[src/hdl/thd_pkg.sv]
// package: shared types, mnemonic codes and queue sizing for the thumb decoder
`timescale 1ns / 1ps

package thd_pkg;

	// decoupling queue between front and back (depth is a power of two)
	localparam int QUEUE_DEPTH = 2;
	localparam int QPTR_W      = (QUEUE_DEPTH > 1) ? $clog2(QUEUE_DEPTH) : 1;
	localparam int QCNT_W      = $clog2(QUEUE_DEPTH + 1);

	// mnemonic codes, dense in decode order
	localparam logic [5:0] MN_NONE      = 6'd0;
	localparam logic [5:0] MN_ADDS_REG  = 6'd1;
	localparam logic [5:0] MN_LSLS_IMM  = 6'd5;
	localparam logic [5:0] MN_MOVS_IMM8 = 6'd8;
	localparam logic [5:0] MN_ALU_ANDS  = 6'd12;
	localparam logic [5:0] MN_BX        = 6'd28;
	localparam logic [5:0] MN_LDR_LIT   = 6'd29;
	localparam logic [5:0] MN_STRH_REG  = 6'd30;
	localparam logic [5:0] MN_STR_REG   = 6'd34;
	localparam logic [5:0] MN_STR_IMM   = 6'd38;
	localparam logic [5:0] MN_STR_SP    = 6'd42;
	localparam logic [5:0] MN_STRH_IMM  = 6'd44;
	localparam logic [5:0] MN_PUSH      = 6'd46;
	localparam logic [5:0] MN_SP_ADJ    = 6'd48;
	localparam logic [5:0] MN_SWI       = 6'd49;
	localparam logic [5:0] MN_B_COND    = 6'd50;
	localparam logic [5:0] MN_B         = 6'd51;
	localparam logic [5:0] MN_BL        = 6'd52;

	localparam logic [3:0] COND_AL  = 4'd14;
	localparam logic [3:0] COND_SWI = 4'd15;
	localparam logic [3:0] REG_SP   = 4'd13;
	localparam logic [3:0] REG_PC   = 4'd15;

	// one classified item travelling from front to back
	typedef struct packed {
		logic [15:0] hw;
		logic [31:0] item_addr;
		logic [31:0] item_addr4;
		logic        is_bl;
		logic [31:0] bl_off;
	} q_entry_t;

	typedef struct packed {
		logic     valid;
		q_entry_t entry;
	} q_push_t;

	typedef struct packed {
		logic empty;
		logic full;
	} q_status_t;

endpackage

[src/hdl/thd_front.sv]
// front: takes halfwords, tracks the address and pairs up the two halves of a bl
`timescale 1ns / 1ps

module thd_front (
	input  logic               clk,
	input  logic               arst_n,
	input  logic               cfg_wr_en,
	input  logic [31:0]        cfg_wr_data,
	input  logic               in_valid,
	output logic               in_stall,
	input  logic [15:0]        halfword_in,
	input  thd_pkg::q_status_t q_status,
	output thd_pkg::q_push_t   q_push
);

	logic [31:0] cur_q;
	logic        bl_pend_q;
	logic [10:0] bl_half_q;
	logic        bl_h_q;
	logic [31:0] bl_addr_q;

	logic        accept;
	logic        is_bl_first;
	logic [31:0] item_addr;
	logic [23:0] off_a;
	logic [23:0] off_b;
	logic [23:0] off_sum;
	logic [31:0] bl_off;

	assign in_stall    = q_status.full;
	assign accept      = in_valid && !q_status.full;
	assign is_bl_first = !bl_pend_q && (halfword_in[15:12] == 4'b1111);
	assign item_addr   = bl_pend_q ? bl_addr_q : cur_q;

	// combined bl offset, sign taken from bit 22
	always_comb begin
		off_a   = bl_h_q ? {12'd0, bl_half_q, 1'b0} : {1'b0, bl_half_q, 12'd0};
		off_b   = halfword_in[11] ? {12'd0, halfword_in[10:0], 1'b0}
		                          : {1'b0, halfword_in[10:0], 12'd0};
		off_sum = off_a + off_b;
		bl_off  = off_sum[22] ? {9'h1FF, off_sum[22:0]} : {8'd0, off_sum};
	end

	always_comb begin
		q_push.valid            = accept && !is_bl_first;
		q_push.entry.hw         = halfword_in;
		q_push.entry.item_addr  = item_addr;
		q_push.entry.item_addr4 = item_addr + 32'd4;
		q_push.entry.is_bl      = bl_pend_q;
		q_push.entry.bl_off     = bl_off;
	end

	always_ff @(posedge clk or negedge arst_n) begin
		if (!arst_n) begin
			cur_q     <= '0;
			bl_pend_q <= 1'b0;
			bl_half_q <= '0;
			bl_h_q    <= 1'b0;
			bl_addr_q <= '0;
		end else if (cfg_wr_en) begin
			cur_q     <= cfg_wr_data;
			bl_pend_q <= 1'b0;
			bl_half_q <= '0;
			bl_h_q    <= 1'b0;
		end else if (accept) begin
			cur_q <= cur_q + 32'd2;
			if (bl_pend_q) begin
				bl_pend_q <= 1'b0;
				bl_half_q <= '0;
				bl_h_q    <= 1'b0;
			end else if (is_bl_first) begin
				bl_pend_q <= 1'b1;
				bl_half_q <= halfword_in[10:0];
				bl_h_q    <= halfword_in[11];
				bl_addr_q <= cur_q;
			end
		end
	end

endmodule

[src/hdl/thd_queue.sv]
// queue: small register fifo between the front and the back
`timescale 1ns / 1ps

module thd_queue (
	input  logic               clk,
	input  logic               arst_n,
	input  thd_pkg::q_push_t   q_push,
	input  logic               pop,
	output thd_pkg::q_status_t q_status,
	output thd_pkg::q_entry_t  head
);

	thd_pkg::q_entry_t             mem_q [thd_pkg::QUEUE_DEPTH];
	logic [thd_pkg::QPTR_W-1:0]    wr_ptr_q;
	logic [thd_pkg::QPTR_W-1:0]    rd_ptr_q;
	logic [thd_pkg::QCNT_W-1:0]    count_q;
	logic                          do_push;
	logic                          do_pop;

	assign q_status.empty = (count_q == '0);
	assign q_status.full  = (count_q == thd_pkg::QCNT_W'(thd_pkg::QUEUE_DEPTH));
	assign do_push        = q_push.valid && !q_status.full;
	assign do_pop         = pop && !q_status.empty;
	assign head           = mem_q[rd_ptr_q];

	always_ff @(posedge clk) begin
		if (do_push) begin
			mem_q[wr_ptr_q] <= q_push.entry;
		end
	end

	always_ff @(posedge clk or negedge arst_n) begin
		if (!arst_n) begin
			wr_ptr_q <= '0;
			rd_ptr_q <= '0;
			count_q  <= '0;
		end else begin
			if (do_push) begin
				wr_ptr_q <= wr_ptr_q + 1'b1;
			end
			if (do_pop) begin
				rd_ptr_q <= rd_ptr_q + 1'b1;
			end
			if (do_push && !do_pop) begin
				count_q <= count_q + 1'b1;
			end else if (do_pop && !do_push) begin
				count_q <= count_q - 1'b1;
			end
		end
	end

endmodule

[src/hdl/thd_back.sv]
// back: decodes the queue head into result fields and holds them in the output register
`timescale 1ns / 1ps

module thd_back (
	input  logic               clk,
	input  logic               arst_n,
	input  thd_pkg::q_status_t q_status,
	input  thd_pkg::q_entry_t  head,
	output logic               pop,
	output logic               out_valid,
	input  logic               out_stall,
	output logic [5:0]         mnemonic,
	output logic               recognized,
	output logic [3:0]         branch_cond,
	output logic [3:0]         reg_dest,
	output logic [3:0]         reg_base,
	output logic [2:0]         reg_offset,
	output logic [9:0]         imm_value,
	output logic               sp_subtract,
	output logic [31:0]        target_address,
	output logic [8:0]         reg_list,
	output logic [31:0]        item_address
);

	logic        out_valid_q;
	logic [5:0]  mn_q;
	logic [3:0]  cond_q;
	logic [3:0]  rd_q;
	logic [3:0]  rb_q;
	logic [2:0]  ro_q;
	logic [9:0]  imm_q;
	logic        sub_q;
	logic [31:0] tgt_q;
	logic [8:0]  list_q;
	logic [31:0] item_q;

	logic [15:0] h;
	logic [5:0]  mn;
	logic [3:0]  cond;
	logic [3:0]  rd;
	logic [3:0]  rb;
	logic [2:0]  ro;
	logic [9:0]  imm;
	logic        sub;
	logic [8:0]  list;
	logic        has_tgt;
	logic [31:0] tgt_base;
	logic [31:0] tgt_off;
	logic [31:0] tgt;

	assign h   = head.hw;
	assign pop = !q_status.empty && (!out_valid_q || !out_stall);

	always_comb begin
		mn       = thd_pkg::MN_NONE;
		cond     = thd_pkg::COND_AL;
		rd       = '0;
		rb       = '0;
		ro       = '0;
		imm      = '0;
		sub      = 1'b0;
		list     = '0;
		has_tgt  = 1'b0;
		tgt_base = head.item_addr4;
		tgt_off  = '0;
		if (head.is_bl) begin
			mn      = thd_pkg::MN_BL;
			has_tgt = 1'b1;
			tgt_off = head.bl_off;
		end else begin
			case (h[15:13])
				3'd0: begin
					rd = {1'b0, h[2:0]};
					rb = {1'b0, h[5:3]};
					if (h[12:11] == 2'b11) begin
						mn = thd_pkg::MN_ADDS_REG + {4'd0, h[9], h[10]};
						if (h[10]) begin
							imm = {7'd0, h[8:6]};
						end else begin
							ro = h[8:6];
						end
					end else begin
						mn  = thd_pkg::MN_LSLS_IMM + {4'd0, h[12:11]};
						imm = {5'd0, h[10:6]};
					end
				end
				3'd1: begin
					mn  = thd_pkg::MN_MOVS_IMM8 + {4'd0, h[12:11]};
					rd  = {1'b0, h[10:8]};
					imm = {2'd0, h[7:0]};
				end
				3'd2: begin
					if (h[12:10] == 3'b000) begin
						mn = thd_pkg::MN_ALU_ANDS + {2'd0, h[9:6]};
						rd = {1'b0, h[2:0]};
						rb = {1'b0, h[5:3]};
					end else if (h[12:10] == 3'b001) begin
						if (h[9:8] == 2'b11) begin
							mn = thd_pkg::MN_BX;
							rb = h[6:3];
						end
					end else if (h[12:11] == 2'b01) begin
						// pc-relative literal, base is the word-aligned pc
						mn       = thd_pkg::MN_LDR_LIT;
						rd       = {1'b0, h[10:8]};
						rb       = thd_pkg::REG_PC;
						imm      = {h[7:0], 2'b00};
						has_tgt  = 1'b1;
						tgt_base = {head.item_addr4[31:2], 2'b00};
						tgt_off  = {22'd0, h[7:0], 2'b00};
					end else begin
						rd = {1'b0, h[2:0]};
						rb = {1'b0, h[5:3]};
						ro = h[8:6];
						if (h[9]) begin
							mn = thd_pkg::MN_STRH_REG + {4'd0, h[11:10]};
						end else begin
							mn = thd_pkg::MN_STR_REG + {4'd0, h[11], h[10]};
						end
					end
				end
				3'd3: begin
					mn  = thd_pkg::MN_STR_IMM + {4'd0, h[11], h[12]};
					rd  = {1'b0, h[2:0]};
					rb  = {1'b0, h[5:3]};
					imm = h[12] ? {5'd0, h[10:6]} : {3'd0, h[10:6], 2'b00};
				end
				3'd4: begin
					if (h[12]) begin
						mn  = thd_pkg::MN_STR_SP + {5'd0, h[11]};
						rd  = {1'b0, h[10:8]};
						rb  = thd_pkg::REG_SP;
						imm = {h[7:0], 2'b00};
					end else begin
						mn  = thd_pkg::MN_STRH_IMM + {5'd0, h[11]};
						rd  = {1'b0, h[2:0]};
						rb  = {1'b0, h[5:3]};
						imm = {4'd0, h[10:6], 1'b0};
					end
				end
				3'd5: begin
					if (h[12]) begin
						if (h[10]) begin
							mn   = thd_pkg::MN_PUSH + {5'd0, h[11]};
							rb   = thd_pkg::REG_SP;
							list = h[8:0];
						end else begin
							mn  = thd_pkg::MN_SP_ADJ;
							rd  = thd_pkg::REG_SP;
							rb  = thd_pkg::REG_SP;
							imm = {1'b0, h[6:0], 2'b00};
							sub = h[7];
						end
					end
				end
				3'd6: begin
					if (h[12]) begin
						if (h[11:8] == thd_pkg::COND_SWI) begin
							mn  = thd_pkg::MN_SWI;
							imm = {2'd0, h[7:0]};
						end else begin
							mn      = thd_pkg::MN_B_COND;
							cond    = h[11:8];
							has_tgt = 1'b1;
							tgt_off = {{23{h[7]}}, h[7:0], 1'b0};
						end
					end
				end
				default: begin
					// first bl halves never reach the back
					if (!h[12]) begin
						mn      = thd_pkg::MN_B;
						has_tgt = 1'b1;
						tgt_off = {{20{h[10]}}, h[10:0], 1'b0};
					end
				end
			endcase
		end
		tgt = has_tgt ? (tgt_base + tgt_off) : '0;
		// unrecognized formats show every decoded field at its idle value; the item address still passes
		if (mn == thd_pkg::MN_NONE) begin
			cond = thd_pkg::COND_AL;
			rd   = '0;
			rb   = '0;
			ro   = '0;
			imm  = '0;
			sub  = 1'b0;
			list = '0;
			tgt  = '0;
		end
	end

	always_ff @(posedge clk) begin
		if (pop) begin
			mn_q   <= mn;
			cond_q <= cond;
			rd_q   <= rd;
			rb_q   <= rb;
			ro_q   <= ro;
			imm_q  <= imm;
			sub_q  <= sub;
			tgt_q  <= tgt;
			list_q <= list;
			item_q <= head.item_addr;
		end
	end

	always_ff @(posedge clk or negedge arst_n) begin
		if (!arst_n) begin
			out_valid_q <= 1'b0;
		end else if (pop) begin
			out_valid_q <= 1'b1;
		end else if (!out_stall) begin
			out_valid_q <= 1'b0;
		end
	end

	assign out_valid      = out_valid_q;
	assign mnemonic       = mn_q;
	assign recognized     = (mn_q != thd_pkg::MN_NONE);
	assign branch_cond    = cond_q;
	assign reg_dest       = rd_q;
	assign reg_base       = rb_q;
	assign reg_offset     = ro_q;
	assign imm_value      = imm_q;
	assign sp_subtract    = sub_q;
	assign target_address = tgt_q;
	assign reg_list       = list_q;
	assign item_address   = item_q;

endmodule

[src/hdl/thumb_instruction_decoder.sv]
// top level: thumb halfword decoder with decoupled front, queue and back
//
//   channel   direction  handshake            payload
//   config    in         cfg_wr_en            cfg_wr_data (start address)
//   input     in         in_valid / in_stall  halfword_in
//   output    out        out_valid/out_stall  mnemonic .. item_address
//
// one halfword per cycle sustained while in_stall stays low; a decoded beat is written
// into the queue by the front, then decoded by the back into the output register
// the first half of a bl yields no output beat; the pair leaves with the second half
// in_stall rises only when the two-entry queue is full, so either side may stall alone
// reset clears the address to zero, the pending bl and all valid state; no clearing pass
// a config write reloads the current address and drops any pending bl half
`timescale 1ns / 1ps

module thumb_instruction_decoder (
	input  logic        clk,
	input  logic        arst_n,
	// config
	input  logic        cfg_wr_en,
	input  logic [31:0] cfg_wr_data,
	// halfword stream
	input  logic        in_valid,
	output logic        in_stall,
	input  logic [15:0] halfword_in,
	// decoded instructions
	output logic        out_valid,
	input  logic        out_stall,
	output logic [5:0]  mnemonic,
	output logic        recognized,
	output logic [3:0]  branch_cond,
	output logic [3:0]  reg_dest,
	output logic [3:0]  reg_base,
	output logic [2:0]  reg_offset,
	output logic [9:0]  imm_value,
	output logic        sp_subtract,
	output logic [31:0] target_address,
	output logic [8:0]  reg_list,
	output logic [31:0] item_address
);

	thd_pkg::q_push_t   q_push;
	thd_pkg::q_status_t q_status;
	thd_pkg::q_entry_t  q_head;
	logic               q_pop;

	// front: address tracking and bl pairing, pushes one entry per instruction
	thd_front u_front (
		.clk         (clk),
		.arst_n      (arst_n),
		.cfg_wr_en   (cfg_wr_en),
		.cfg_wr_data (cfg_wr_data),
		.in_valid    (in_valid),
		.in_stall    (in_stall),
		.halfword_in (halfword_in),
		.q_status    (q_status),
		.q_push      (q_push)
	);

	// decoupling queue
	thd_queue u_queue (
		.clk      (clk),
		.arst_n   (arst_n),
		.q_push   (q_push),
		.pop      (q_pop),
		.q_status (q_status),
		.head     (q_head)
	);

	// back: field decode, target add and output register
	thd_back u_back (
		.clk            (clk),
		.arst_n         (arst_n),
		.q_status       (q_status),
		.head           (q_head),
		.pop            (q_pop),
		.out_valid      (out_valid),
		.out_stall      (out_stall),
		.mnemonic       (mnemonic),
		.recognized     (recognized),
		.branch_cond    (branch_cond),
		.reg_dest       (reg_dest),
		.reg_base       (reg_base),
		.reg_offset     (reg_offset),
		.imm_value      (imm_value),
		.sp_subtract    (sp_subtract),
		.target_address (target_address),
		.reg_list       (reg_list),
		.item_address   (item_address)
	);

endmodule

[config.mk]
export PLATFORM = sky130hd
export DESIGN_NAME = thumb_instruction_decoder
export DESIGN_NICKNAME = d
export VERILOG_FILES = /design/src/hdl/thd_pkg.sv /design/src/hdl/thd_front.sv /design/src/hdl/thd_queue.sv /design/src/hdl/thd_back.sv /design/src/hdl/thumb_instruction_decoder.sv
export SDC_FILE = /design/constraint.sdc
export NUM_CORES = 1
export LEC_CHECK = 0
export ABC_CLOCK_PERIOD_IN_PS = 15800
export BUFFER_PORTS_ARGS = -buffer_cell sky130_fd_sc_hd__buf_2
export CAP_MARGIN = 10
export CORE_MARGIN = 2
export CORE_UTILIZATION = 40
export DETAILED_ROUTE_END_ITERATION = 7
export PLACE_DENSITY = 0.55
export SYNTH_ARGS = -nofsm -noshare
export SYNTH_HDL_FRONTEND = slang
export SYNTH_HIERARCHICAL = 1
export SYNTH_SLANG_ARGS = --single-unit
[constraint.sdc]
create_clock -name clk -period 15.8 [get_ports clk]
set_input_delay 0.79 -clock clk [delete_from_list [all_inputs] [get_ports clk]]
set_output_delay 0.79 -clock clk [all_outputs]
set_load 0.01 [all_outputs]
* After elaboration in Yosys (flattened, before gate mapping)
Memories as Yosys holds them, arrays and structs flattened. Cells that the tools add are included.
Word-level totals: register bits 187, RAM bits 226, input bits 53, output and inout bits 108, memories kept 1
Cells by class: $add $sub $neg 18, eq/ne operators 14, mux-type cells 91, bitwise gates (word level) 7, reduce and logical (&&, ||, !) cells 34
Memories:
- u_queue.mem_q | depth 2, bits a word 113, rd ports 1, clocked after memory_dff 0, wr ports 1, RTL line thd_queue.sv:13 | thd_pkg::q_entry_t mem_q [thd_pkg::QUEUE_DEPTH];
Operators with widths (count):
- 2-to-1 mux 32 bit | 10
- case mux 32 bit (3 select lines) | 1
- 2-to-1 mux 10 bit | 7
- case mux 10 bit (7 select lines) | 1
- 2-to-1 mux 6 bit | 11
- 2-to-1 mux 23 bit | 2
- 2-to-1 mux 11 bit | 4
- case mux 6 bit (7 select lines) | 1
- 2-to-1 mux 4 bit | 10
- adder 32 x 2 -> 32 bit, second input constant | 1
- adder 32 x 3 -> 32 bit, second input constant | 1
- adder 32 bit | 1
- adder 24 bit | 1
- 2-to-1 mux 3 bit | 8
- case mux 4 bit (5 select lines) | 1
- OR reduction 5 bit | 4
- 2-to-1 mux 1 bit | 19
- adder 6 x 1 -> 6 bit, first input constant | 3
- 2-to-1 mux 2 bit | 8
- case mux 4 bit (4 select lines) | 1
- adder 6 x 2 -> 6 bit, first input constant | 2
- 2-to-1 mux 5 bit | 2
- == test 3 bit, second input constant | 3
- 2-to-1 mux 9 bit | 1
- other kinds (31) | 61

* Longest topological paths before layout
An unclocked memory read counts as a cell.
depth after elaboration 10, gate-level depth with buffers 20, depth with buffers taken out 17

* Modules after synthesis
Netlist, hierarchy kept.
Modules (own cells, without submodules):
- thd_queue | instances 1, cells each 371, area each 8599.5 um^2, sequential area each 6886.6 um^2
- thd_back | instances 1, cells each 726, area each 6884.1 um^2, sequential area each 3178.0 um^2
- thd_front | instances 1, cells each 689, area each 6060.8 um^2, sequential area each 1926.8 um^2

* Worst setup path after synthesis
OpenSTA, ideal clock, no wires.
path kind input -> register, from input out_stall, to register u_queue/count_q[1] (netlist bit), setup time 0.079 ns, data arrival time 7.850 ns, path slack 7.871 ns, cell stages on the path 5, path buffers 0, cells stage by stage a21oi_1 > o21ai_0 > ha_1 > nor2_1 > xor2_1
Between the ends: longest elaborated chain between the ends 7
Ends and longest elaborated chain:
- start: declaration | RTL line thumb_instruction_decoder.sv:28 | input logic out_stall,
- zero test 1 bit * | RTL line thd_back.sv:52 | assign pop = !q_status.empty && (!out_valid_q || !out_stall);
- logical OR 1 bit * | RTL line thd_back.sv:52
- logical AND 1 bit * | RTL line thd_back.sv:52
- logical AND 1 bit * | RTL line thd_queue.sv:23 | assign do_pop = pop && !q_status.empty;
- zero test 1 bit | RTL line thd_queue.sv:44 | if (do_push && !do_pop) begin
- logical AND 1 bit | RTL line thd_queue.sv:44
- 2-to-1 mux 2 bit / nonzero test 2 bit (equally long branches)
- end signal: assignment | RTL line thd_queue.sv:45 | count_q <= count_q + 1'b1;
- end signal: assignment | RTL line thd_queue.sv:47 | count_q <= count_q - 1'b1;
- end: declaration | RTL line thd_queue.sv:16 | logic [thd_pkg::QCNT_W-1:0] count_q;
Mark *: on every way between the ends. The rest lies on a longest branch, timed or not. A chain may end at the register's enable or synchronous reset.

==> summary.md <==
| Metric | Value |
|---|---|
| Status | finished, final reports clean |
| Yosys warning count | 6 |
| Initial detailed-routing violation count | slightly above 1000 |
| Power per cell area | around 190 nW/um2 |
| Critical Path AT | ~5500 ps |
| Setup crit end kind | register |
| Finished Core Util | 0.4500 |
| Overall routed net length | between 50000 and 60000 um |
| Fmax | a little under 0.2 GHz |
| Slew headroom | 0.2932 |
| Worst-path clk slew | about 60 ps |
| Worst reg2reg path startpoint | u_queue/rd_ptr_q |
| TritonCTS Buffers | between 40 and 50 |
| Maximum root-to-sink buffer count | 3 |
| Hold Crit Class | input pin to async pin |
| Synthesis-stage register bit count | ~410 |
| Proportion of synthesized area in mux cells | 0.1040 |
| Sequential cell area fraction in the yosys report | 0.5566 |
| Hold Buf Count CTS | 0 |
| Synth cell types | between 90 and 100 |
| Post-synthesis compound-gate area fraction | 0.09699 |
| Main combinational cell family by area after synthesis | simple AND/OR/NAND/NOR gates |
| Static leakage | between 9 and 10 nW |
| I/O pins | around 160 |
| Reg2reg end | u_back/target_address[31] |
| Synth Area in XOR/XNOR | 0.04106 |
| VDD IR-drop max | 0.08060 mV |
| Slew @ Worst Pin | between 1000 and 1500 ps |
| Post-synthesis instance total | roughly 1800 |
| Synth Area in Simple Gates | 0.1208 |
| All-Layer GR Usage | 0.1790 |
| Layout cell share with drive strength beyond 1 | 0.2309 |
| Commonest non-fill, non-tap cell in the layout | edfxtp_1 |
| Final nets | between 2000 and 2500 |
| Placeable core area | around 53000 um2 |
| H-tree depth | 2 |
| Placer Congestion | 0.8466 |
| Critical setup path kind | register to register |
| Synth Flop Type | edfxtp_1 |
| Antenna-violating nets left | 0 |
| Most frequent cells in the layout | 331 x edfxtp_1, 190 x nand2_1, 159 x buf_2, 117 x nor2_1, 102 x mux2_2 |
| Ratio of final minimum period to clock period | 0.3290 |
| RSZ-0062 raised after global routing | no |
| P&R area growth vs syn | 11.73% |
| Vias | ~14000 |
| Reg2reg setup slack | 10600 ps |
| CP max stage delay | around 660 ps |
| Async S/R FF share, synth | 0.1985 |
| Standard-cell row count | 85 |
| Width of the die | 236.1 um |
| # diodes | 0 |
| Synth Area per Inst | roughly 12 um2 |
| Syn Nets | 1904 |
| Post-CTS Resized | 0 |
| Critical Path Start Type | register |
| First-pass GRT wire length | 78430 um |
| Dpl hpwl | between 30000 and 40000 um |
| Max Transition Viols Final | 0 |
| DRC viols | 0 |
| Routed wire per std cell | 19.14 um |
| Die height | around 240 um |
| CP top delay family | compound AO/OA/AOI/OAI gates |
| IO Port Bufs | 160 |
| Die ar. | between 50000 and 60000 um2 |
| Cells along the critical path | mux2_2 -> inv_2 -> ha_1 -> o21ai_0 -> nor2_1 -> a22oi_1 -> o21ai_0 -> ha_1 -> a21oi_1 -> o21ai_1 -> o21ai_1 -> a21oi_1 -> o21ai_1 -> a211oi_1 -> a21oi_1 -> mux2i_1 |
| Crit-path slowest cell | dfrtp_4 |
| CP Max Fanout | 31 |
| Initial antenna violation count | 0 |
| First drt pass iteration count | 5 |
| Post-Syn Area | 21540 um2 |
| Effective utilization at floorplan | 0.4027 |
| CTS sink count | 413 |
| Setup violations, final | 0 |
| Adder-cell share of the synthesized area | 0.03845 |
| Clock latency on the worst-skew pair | ~580 ps |
| Final worst slack | 10600 ps |
| Clk root buf | clkbuf_16 |
| Worst path required time | roughly 16000 ps |
| CTS tree | done |
| Final Hold Vio Count | 0 |
| Largest net degree at the start of global routing | 73 |
| Average vias per placed instance | approximately 5.3 |
| Post-synth EDFFs | about 330 |
| Final min period | roughly 5200 ps |
| Worst Reg-to-Reg Cells | 16 |
| Grt ovf | 0 |
| Dpl ws | between 10000 and 15000 ps |
| Max-Cap Viols | 0 |
| Final setup skew | around 35 ps |
| Worst Path Buf+Inv | 1 |
| Postcts setup bufs | 0 |
| Number of global-route vias before repair | approximately 14000 |
| Final setup TNS | 0 ps |
-- logic make-up after synthesis --
group | count (synthesis)
other | 1
AND/OR/NAND/NOR | 541
XOR/XNOR | 101
flip-flops | 413
buffers and inverters | 169
AO/OA/AOI/OAI | 315
adder cells (fa/ha/maj) | 65
multiplexers | 181
-- synth_stat cells, drive strengths merged, types with 5 or more instances --
master | count | area share
a211oi | 13 | 0.0050
a21oi | 76 | 0.018
edfxtp | 331 | 0.46
a22oi | 15 | 0.0052
nand2b | 11 | 0.0032
dfrtp | 82 | 0.095
and2 | 32 | 0.0093
xnor2 | 57 | 0.023
buf | 81 | 0.027
o22ai | 6 | 0.0020
xor2 | 44 | 0.018
nor3 | 30 | 0.0072
nand4 | 22 | 0.0067
o21bai | 5 | 0.0017
nor2b | 36 | 0.010
nand2 | 192 | 0.034
ha | 63 | 0.037
or2 | 6 | 0.0017
clkbuf | 36 | 0.0063
nand3 | 53 | 0.013
o21ai | 97 | 0.023
o21a | 9 | 0.0031
and3 | 14 | 0.0042
a21o | 13 | 0.0045
mux2 | 162 | 0.095
inv | 51 | 0.0089
a31oi | 19 | 0.0062
o211ai | 11 | 0.0041
nor2 | 123 | 0.022
mux2i | 19 | 0.0088
or3 | 8 | 0.0026
-- flip-flops by register name (all words and copies together), names as in the netlist, 2 cells and up --
signal                 count
u_queue/mem_q            226
u_back/item_address       32
u_back/target_address     32
u_front/bl_addr_q         32
u_front/cur_q             32
u_front/bl_half_q         11
u_back/imm_value          10
u_back/reg_list            9
u_back/mnemonic            6
u_back/branch_cond         4
u_back/reg_base            4
u_back/reg_dest            4
u_back/reg_offset          3
u_queue/count_q            2
-- layout make-up --
type	instances	area [um2]
flip-flops and latches	413	12000
well taps	696	870.8
fillers	4923	29420
multi-input cells	1204	8688
clock buffers	54	1160
inverters	52	195.2
repair buffers	173	900.9
clock inverters	27	260.3
-- per-layer routing --
| metal | track usage | part of all wire | up-vias |
|---|---|---|---|
| met3 | 0.02797 | 0.040 | 92 |
| met2 | 0.2748 | 0.44 | 315 |
| met1 | 0.2594 | 0.49 | 6695 |
| met4 | 0.05848 | 0.027 | 0 |
| met5 | 0 | 0 | - |
| li1 | - | - | 6685 |
-- worst max-delay path by stage --
stage / depth (start not counted) / to / startpoint / slack [ps]
2_1_floorplan: 5 / u_queue/count_q[1] / out_stall / 7870
3_3_place_gp: 14 / u_back/target_address[31] / u_queue/rd_ptr_q / 10710
3_5_place_dp: 16 / u_back/target_address[31] / u_queue/rd_ptr_q / 10670
4_1_cts: 16 / u_back/target_address[31] / u_queue/rd_ptr_q / 10690
5_1_grt: 17 / u_back/target_address[24] / u_queue/rd_ptr_q / 10370
6_report: 16 / u_back/target_address[31] / u_queue/rd_ptr_q / 10600
-- metrics by stage --
step	cell area [um2]	instances	hold slack (ps)	total power [mW]
after floorplan	21540	1786	456.3	3.120
after global placement	22650	2538	477.9	3.594
after detailed placement	22650	2538	490.0	3.594
after CTS	24070	2619	23.99	4.630
after global routing	24070	2619	37.79	4.872
final	24070	2619	50.53	4.581
-- power by group --
group / switching [mW] / total [mW] / leakage, nW / internal (mW)
clock: 0.421 / 1.01 / 0.701 / 0.589
sequential: 0.111 / 1.71 / 4.17 / 1.60
combinational: 1.15 / 1.86 / 4.56 / 0.709
No activity file was read; power rests on OpenSTA's default activity.
